`src/hdl/gss_pkg.sv`:
```
// Shared types and constants for the grid step sequencer.
// Used by every module of the block; depends on nothing.
`timescale 1ns / 1ps

package gss_pkg;

    localparam int COLUMNS     = 64;
    localparam int ROWS        = 16;
    localparam int MAX_RESULTS = 64;

    localparam int COL_W   = $clog2(COLUMNS);
    localparam int ROW_W   = $clog2(ROWS);
    localparam int CNT_W   = $clog2(ROWS + 1);
    localparam int NRES_W  = $clog2(MAX_RESULTS + 1);
    localparam int POS_W   = 9;
    localparam int IDX_W   = 7;
    localparam int RANK_W  = 6;
    localparam int OFF_W   = 16;
    localparam int BEAT_W  = 32;
    localparam int CLK_W   = 32;
    localparam int BPS_W   = 24;
    localparam int TIME_W  = 48;
    localparam int OP_W    = 3;
    localparam int KIND_W  = 2;
    localparam int CIDX_W  = 3;
    localparam int CDATA_W = 24;
    localparam int LOOP_W  = 6;
    localparam int AROW_W  = 5;

    localparam logic [OP_W-1:0] OP_TICK   = 3'd0;
    localparam logic [OP_W-1:0] OP_SET    = 3'd1;
    localparam logic [OP_W-1:0] OP_DELETE = 3'd2;
    localparam logic [OP_W-1:0] OP_QUERY  = 3'd3;
    localparam logic [OP_W-1:0] OP_CLEAR  = 3'd4;
    localparam logic [OP_W-1:0] OP_SETPOS = 3'd5;
    localparam logic [OP_W-1:0] OP_RESYNC = 3'd6;

    localparam logic [KIND_W-1:0] KIND_TRIG   = 2'd0;
    localparam logic [KIND_W-1:0] KIND_REPORT = 2'd1;
    localparam logic [KIND_W-1:0] KIND_QUERY  = 2'd2;

    localparam logic [CIDX_W-1:0] REG_LOOP_START = 3'd0;
    localparam logic [CIDX_W-1:0] REG_LOOP_END   = 3'd1;
    localparam logic [CIDX_W-1:0] REG_BPS        = 3'd2;
    localparam logic [CIDX_W-1:0] REG_PLAYING    = 3'd3;
    localparam logic [CIDX_W-1:0] REG_ACT_ROWS   = 3'd4;

    typedef struct packed {
        logic             valid;
        logic [OFF_W-1:0] off;
    } cell_t;

    typedef cell_t [ROWS-1:0] column_t;

    typedef enum logic [1:0] {
        PUSH_NONE,
        PUSH_TRIG,
        PUSH_REPORT,
        PUSH_QUERY
    } push_t;

    typedef enum logic [3:0] {
        S_IDLE,
        S_DECODE,
        S_DIV,
        S_MEM_RD,
        S_MEM_CAP,
        S_MEM_WR,
        S_QUERY,
        S_LOAD,
        S_LOAD_CAP,
        S_RANK,
        S_EVAL,
        S_REPORT,
        S_FINISH
    } state_t;

    typedef struct packed {
        logic  capture;
        logic  tick_upd;
        logic  div_start;
        logic  mem_rd;
        logic  rd_pos;
        logic  mem_cap;
        logic  mem_wr;
        logic  clear_all;
        logic  set_pos;
        logic  resync_load;
        logic  walk_init;
        logic  load_skip;
        logic  rank_step;
        logic  eval_step;
        logic  report_step;
        push_t push;
        logic  flush;
    } cmd_t;

    typedef struct packed {
        logic [OP_W-1:0] op;
        logic            tick_quiet;
        logic            div_done;
        logic            pos_in;
        logic            rank_last;
        logic            walk_stop;
        logic            trig;
        logic            change;
        logic            can_push;
        logic            pend_valid;
        logic            out_free;
    } sts_t;

endpackage

```
`src/hdl/gss_ctrl.sv`:
```
// Controller state machine: decodes each item and sequences the datapath.
// Depends on gss_pkg for the state, command and status types.
`timescale 1ns / 1ps

module gss_ctrl import gss_pkg::*; (
    input  logic aclk,
    input  logic aresetn,
    input  logic s_valid,
    output logic s_ready,
    input  sts_t sts,
    output cmd_t cmd
);

    state_t state_reg, state_next;

    always_ff @(posedge aclk) begin
        if (!aresetn) begin
            state_reg <= S_IDLE;
        end else begin
            state_reg <= state_next;
        end
    end

    always_comb begin
        state_next = state_reg;
        unique case (state_reg)
            S_IDLE: if (s_valid) state_next = S_DECODE;
            S_DECODE: begin
                unique case (sts.op)
                    OP_TICK:   state_next = sts.tick_quiet ? S_FINISH : S_DIV;
                    OP_SET,
                    OP_DELETE,
                    OP_QUERY:  state_next = S_MEM_RD;
                    OP_RESYNC: state_next = S_DIV;
                    default:   state_next = S_FINISH;
                endcase
            end
            S_DIV: begin
                if (sts.div_done) begin
                    state_next = (sts.op == OP_RESYNC) ? S_FINISH : S_LOAD;
                end
            end
            S_MEM_RD:  state_next = S_MEM_CAP;
            S_MEM_CAP: state_next = (sts.op == OP_QUERY) ? S_QUERY : S_MEM_WR;
            S_MEM_WR:  state_next = S_FINISH;
            S_QUERY:   if (sts.can_push) state_next = S_FINISH;
            S_LOAD:    state_next = sts.pos_in ? S_LOAD_CAP : S_EVAL;
            S_LOAD_CAP: state_next = S_RANK;
            S_RANK:    if (sts.rank_last) state_next = S_EVAL;
            S_EVAL: begin
                priority if (sts.walk_stop) begin
                    state_next = S_FINISH;
                end else if (sts.trig && !sts.can_push) begin
                    state_next = S_EVAL;
                end else if (sts.change) begin
                    state_next = S_REPORT;
                end
            end
            S_REPORT:  if (sts.can_push) state_next = S_LOAD;
            S_FINISH:  if (!sts.pend_valid || sts.out_free) state_next = S_IDLE;
            default:   state_next = S_IDLE;
        endcase
    end

    always_comb begin
        cmd      = '0;
        cmd.push = PUSH_NONE;
        s_ready  = 1'b0;
        unique case (state_reg)
            S_IDLE: begin
                s_ready     = 1'b1;
                cmd.capture = s_valid;
            end
            S_DECODE: begin
                unique case (sts.op)
                    OP_TICK: begin
                        cmd.tick_upd  = 1'b1;
                        cmd.div_start = !sts.tick_quiet;
                    end
                    OP_CLEAR:  cmd.clear_all = 1'b1;
                    OP_SETPOS: cmd.set_pos = 1'b1;
                    OP_RESYNC: cmd.div_start = 1'b1;
                    default: ;
                endcase
            end
            S_DIV: begin
                cmd.resync_load = sts.div_done && (sts.op == OP_RESYNC);
                cmd.walk_init   = sts.div_done && (sts.op != OP_RESYNC);
            end
            S_MEM_RD:  cmd.mem_rd = 1'b1;
            S_MEM_CAP: cmd.mem_cap = 1'b1;
            S_MEM_WR:  cmd.mem_wr = 1'b1;
            S_QUERY: begin
                if (sts.can_push) cmd.push = PUSH_QUERY;
            end
            S_LOAD: begin
                cmd.rd_pos    = 1'b1;
                cmd.mem_rd    = sts.pos_in;
                cmd.load_skip = !sts.pos_in;
            end
            S_LOAD_CAP: cmd.mem_cap = 1'b1;
            S_RANK:     cmd.rank_step = 1'b1;
            S_EVAL: begin
                if (!sts.walk_stop && (!sts.trig || sts.can_push)) begin
                    cmd.eval_step = 1'b1;
                    if (sts.trig) cmd.push = PUSH_TRIG;
                end
            end
            S_REPORT: begin
                if (sts.can_push) begin
                    cmd.report_step = 1'b1;
                    cmd.push        = PUSH_REPORT;
                end
            end
            S_FINISH: cmd.flush = sts.pend_valid && sts.out_free;
            default: ;
        endcase
    end

endmodule

```
`config.mk`:
```
export PLATFORM = sky130hd
export DESIGN_NAME = gss_ctrl
export DESIGN_NICKNAME = d
export VERILOG_FILES = /design/src/hdl/gss_pkg.sv /design/src/hdl/gss_ctrl.sv
export SDC_FILE = /design/constraint.sdc
export NUM_CORES = 1
export LEC_CHECK = 0
export ABC_AREA = 1
export BUFFER_PORTS_ARGS = -buffer_cell sky130_fd_sc_hd__buf_2
export CAP_MARGIN = 20
export CELL_PAD_IN_SITES_DETAIL_PLACEMENT = 1
export CELL_PAD_IN_SITES_GLOBAL_PLACEMENT = 1
export CORE_MARGIN = 4
export CORE_UTILIZATION = 27
export CTS_BUF_LIST = sky130_fd_sc_hd__clkbuf_4
export CTS_CLUSTER_SIZE = 16
export DETAILED_ROUTE_END_ITERATION = 10
export PLACE_DENSITY = 0.77
export SYNTH_ARGS = -nofsm -noshare
export SYNTH_HDL_FRONTEND = slang
export SYNTH_SLANG_ARGS = --single-unit
```
`constraint.sdc`:
```
create_clock -name aclk -period 1.7 [get_ports aclk]
set_clock_uncertainty 0.2 [all_clocks]
set_input_delay 0.34 -clock aclk [delete_from_list [all_inputs] [get_ports aclk]]
set_output_delay 0.34 -clock aclk [all_outputs]
set_load 0.05 [all_outputs]
```
==> run metrics, run 1 <==
syn avg cell area 4.64 um^2; Die Wd 58.1 um; flip-flop and latch count after synthesis 4; Synth async-reset ratio 0%; hold buffers post-CTS 0; Main synth FF type dfxtp_1; row count 17; Seq/Total Area, Yosys 11.8%; Die Ht 58.1 um; largest family of logic cells by synthesized area simple AND/OR/NAND/NOR gates; post-cts resize count 88; IO Port Bufs 34; cell count after synthesis 146; EDFF count, synth 0; top cell type's share of synthesized area 26.1%; yosys warns 0; Initial Util 29.5%; clock root cell clkbuf_4; gp weighted congestion 0.898; post-synthesis compound-gate area fraction 9.61%; clk buf depth 2; Netlist cell types 16; stop err [ERROR DPL-0033] detailed placement checks failed during check placement.; mapped cell area 677 um^2; area leader, netlist nand2_1; total clock buffers created by CTS 3; dpl hpwl 3070 um; simple-gate portion of the synthesized area 64.1%; IO Count 35; Post-CTS Setup Bufs 11; post-synthesis adder-cell area fraction 0%; outcome stopped before the end; Failed at clock tree synthesis; XOR/XNOR Fraction of Synth Area 0%; Clock Sinks 4; mux contribution to synthesized area 0%; synthesized net count 162; H-Tree Level Count 1; synth top area cells nand2_1 (26%), nor2_1 (18%), inv_1 (14%), dfxtp_1 (12%), nand3_1 (10%)
-- kinds of logic after synthesis --
logic type | after synthesis
DFF | 4
and+or+nand+nor | 104
AOI/OAI and AO/OA | 12
buffers and inverters | 26
-- synth_stat cells, types with 2 or more instances --
cell type and instances:
nor2_2 2, nor2_1 32, nor3_1 5, inv_1 25
dfxtp_1 4, nand3_1 14, nand2_1 47, o21ai_0 3
a21oi_1 7
-- stage by stage --
| stage | hold WS [ns] | worst slack (ns) | cell area, um^2 | cells | utilization [%] |
|---|---|---|---|---|---|
| after floorplan | 0.286 | -0.135 | 827 | 146 | - |
| after global placement | 0.341 | -0.0799 | 1220 | 233 | 53.1 |
| after detailed placement | 0.365 | -0.140 | 1220 | 233 | 53.1 |
==> run 2, diff against run 1 <==
Settings changed: CELL_PAD_IN_SITES_DETAIL_PLACEMENT 1 to default, CELL_PAD_IN_SITES_GLOBAL_PLACEMENT 1 to default, CORE_AREA from default to 4 4 65 67, CORE_MARGIN 4 to default, CORE_UTILIZATION 27 to default, CTS_BUF_LIST sky130_fd_sc_hd__clkbuf_4 to default, CTS_CLUSTER_SIZE 16 to default, DIE_AREA from default to 0 0 69 71, PLACE_DENSITY 0.77 to default, PLACE_DENSITY_LB_ADDON from default to 0.15.
==> run metrics, run 2 <==
syn avg cell area 4.64 um^2; global-route wire length before repair 5040 um; Finished Layout Cells 271; clk buf depth 2; synth top area cells nand2_1 (26%), nor2_1 (18%), inv_1 (14%), dfxtp_1 (12%), nand3_1 (10%); unrepaired setup endpoints after global routing true; setup ws final -0.110 ns; leakage 0.876 nW; antenna violations before repair 0; drt via density 4.39; Seq/Total Area, Yosys 11.8%; outcome complete, but fails checks; H-Tree Level Count 1; dpl hpwl 2400 um; Initial DRT Pass Iterations 4; most common cell after layout, fill and taps aside buf_4; synthesized net count 162; failing checks setup timing; max cap viols 0; relative slew slack 82.5%; fin crit share 106%; Final #Nets 241; clock root cell clkbuf_8; layout cells sized above 1 65.5%; Hold WS 0.227 ns; Least-Margin Pin Slew 0.261 ns; Critical Path RT 1.16 ns; Synth-to-Final Area Change 163%; initial DRC count 62; DR WL/cell 11.6 um; top cell type's share of synthesized area 26.1%; Final Slew Violations 0; CP peak stage delay 0.34 ns; area leader, netlist nand2_1; Peak Freq 552 MHz; die area 4900 um^2; final hold vios 0; GRT Total Usage 12.0%; ANT cells 0; max FFs per register 4; Initial Util 18.6%; Worst-path clk slew 0.03 ns; flip-flop and latch count after synthesis 4; Die Wd 69 um; cell count after synthesis 146; Core Footprint 3630 um^2; Hold Crit Class in -> reg; total length of routed wires 3130 um; yosys warns 0; largest net degree at the start of global routing 8; Clock Sinks 4; min Tclk post-route 1.81 ns; Antenna Nets Post-Route 0; CP cell instances inv_4 -> nand2_4 -> nor2_4 -> and2_4 -> nand2_2 -> o21ai_4 -> buf_6; IO Count 35; hold buffers post-CTS 0; vias in the first global route 1,154; crit path max fanout 3; Die Ht 71 um; critical path launch point type register; Cell Pwr Density 1320 nW/um^2; CP max-delay cell dfxtp_4; via count 1,191; Critical Path AT 1.27 ns; most frequent cell after synthesis nand2_1; worst slack, placed -0.107 ns; gr ovfl total 0; CP Class reg -> out; # setup viols final 18; total clock buffers created by CTS 3; row count 22; gp weighted congestion 0.934; IO Port Bufs 34; Main synth FF type dfxtp_1; TritonCTS clock tree done; Skew-Pair Late Insertion Delay 0.21 ns; VDD IR max 0.691 mV; placed cell count 255; DRC 0; commonest cells in the synthesized netlist nand2_1 (47), nor2_1 (32), inv_1 (25); FILL cells 374; mapped cell area 677 um^2; CP Capture Type output pin; Synth async-reset ratio 0%; EDFF count, synth 0; Netlist cell types 16; commonest non-fill, non-tap cells in the layout buf_4 (32), nand2_1 (30), buf_6 (21)
## run 2: cell counts after synthesis
No cell type changed its count.
## run 2: final cells by class
cell class,instances,area [um^2],share of cell area (%)
clock buffers,3,41.3,2.32
flip-flops and latches,4,95.1,5.35
repair buffers,74,642,36.1
well taps,48,60.1,3.38
inverters,26,116,6.54
multi-input cells,116,823,46.3
## run 2: path summary, 6_finish.rpt
check                     from      endpoint  slack (ns)  depth (start not counted)
setup / recovery  state_reg[0]        cmd[1]       -0.11                          7
hold / removal         aresetn  state_reg[2]        0.23                          3
setup reg to reg  state_reg[2]  state_reg[3]        0.04                         10
hold reg to reg   state_reg[3]  state_reg[3]        0.37                          2
## run 2: power by group
| group | leakage (nW) | total (mW) | switching (mW) | internal [mW] |
|---|---|---|---|---|
| sequential | 0.0356 | 0.236 | 0.0856 | 0.150 |
| clock | 0.0216 | 0.193 | 0.0423 | 0.150 |
| combinational | 0.819 | 1.91 | 1.12 | 0.799 |
## run 2: cell families (layout without fill, tap and decap cells)
group	Yosys count	count (layout)	share of synthesized area (%)
DFF	4	4	11.8
buffers and inverters	26	103	14.4
AOI/OAI and AO/OA	12	12	9.61
and+or+nand+nor	104	104	64.1
## run 2: what timing repair did
action | 4_1_cts | 5_1_grt
setup buffers | 10 | 3
pin swaps | 15 | 17
setup endpoints to repair | 19 | 23
resized for setup | 80 | 36
## run 2: critical path, delay by kind of cell (launching register included)
family                 cells  cell delay, ns
buffers and inverters      2            0.25
DFF                        1            0.34
AOI/OAI and AO/OA          1            0.05
and+or+nand+nor            4            0.40
## run 2: through the flow
| stage | setup TNS [ns] | util (%) | instance area (um^2) | power (mW) |
|---|---|---|---|---|
| finish | -0.903 | 48.9 | 1780 | 2.34 |
| global route | -2.00 | 48.9 | 1780 | 2.50 |
| CTS | -0.957 | 44.9 | 1630 | 2.11 |
| detailed placement | -0.478 | 34.7 | 1260 | 1.50 |
| global placement | -0.317 | 34.7 | 1260 | 1.51 |
| floorplan | -0.689 | - | 827 | 1.03 |
## run 2: per-layer routing
metal | track usage (%) | vias to the layer above | part of all wire, %
met4 | 3.90 | 0 | 1.2
met3 | 1.42 | 4 | 4.5
li1 | - | 606 | -
met5 | 0 | - | 0
met1 | 14.7 | 557 | 42
met2 | 21.6 | 24 | 53
(Power assumes the default switching activity.)
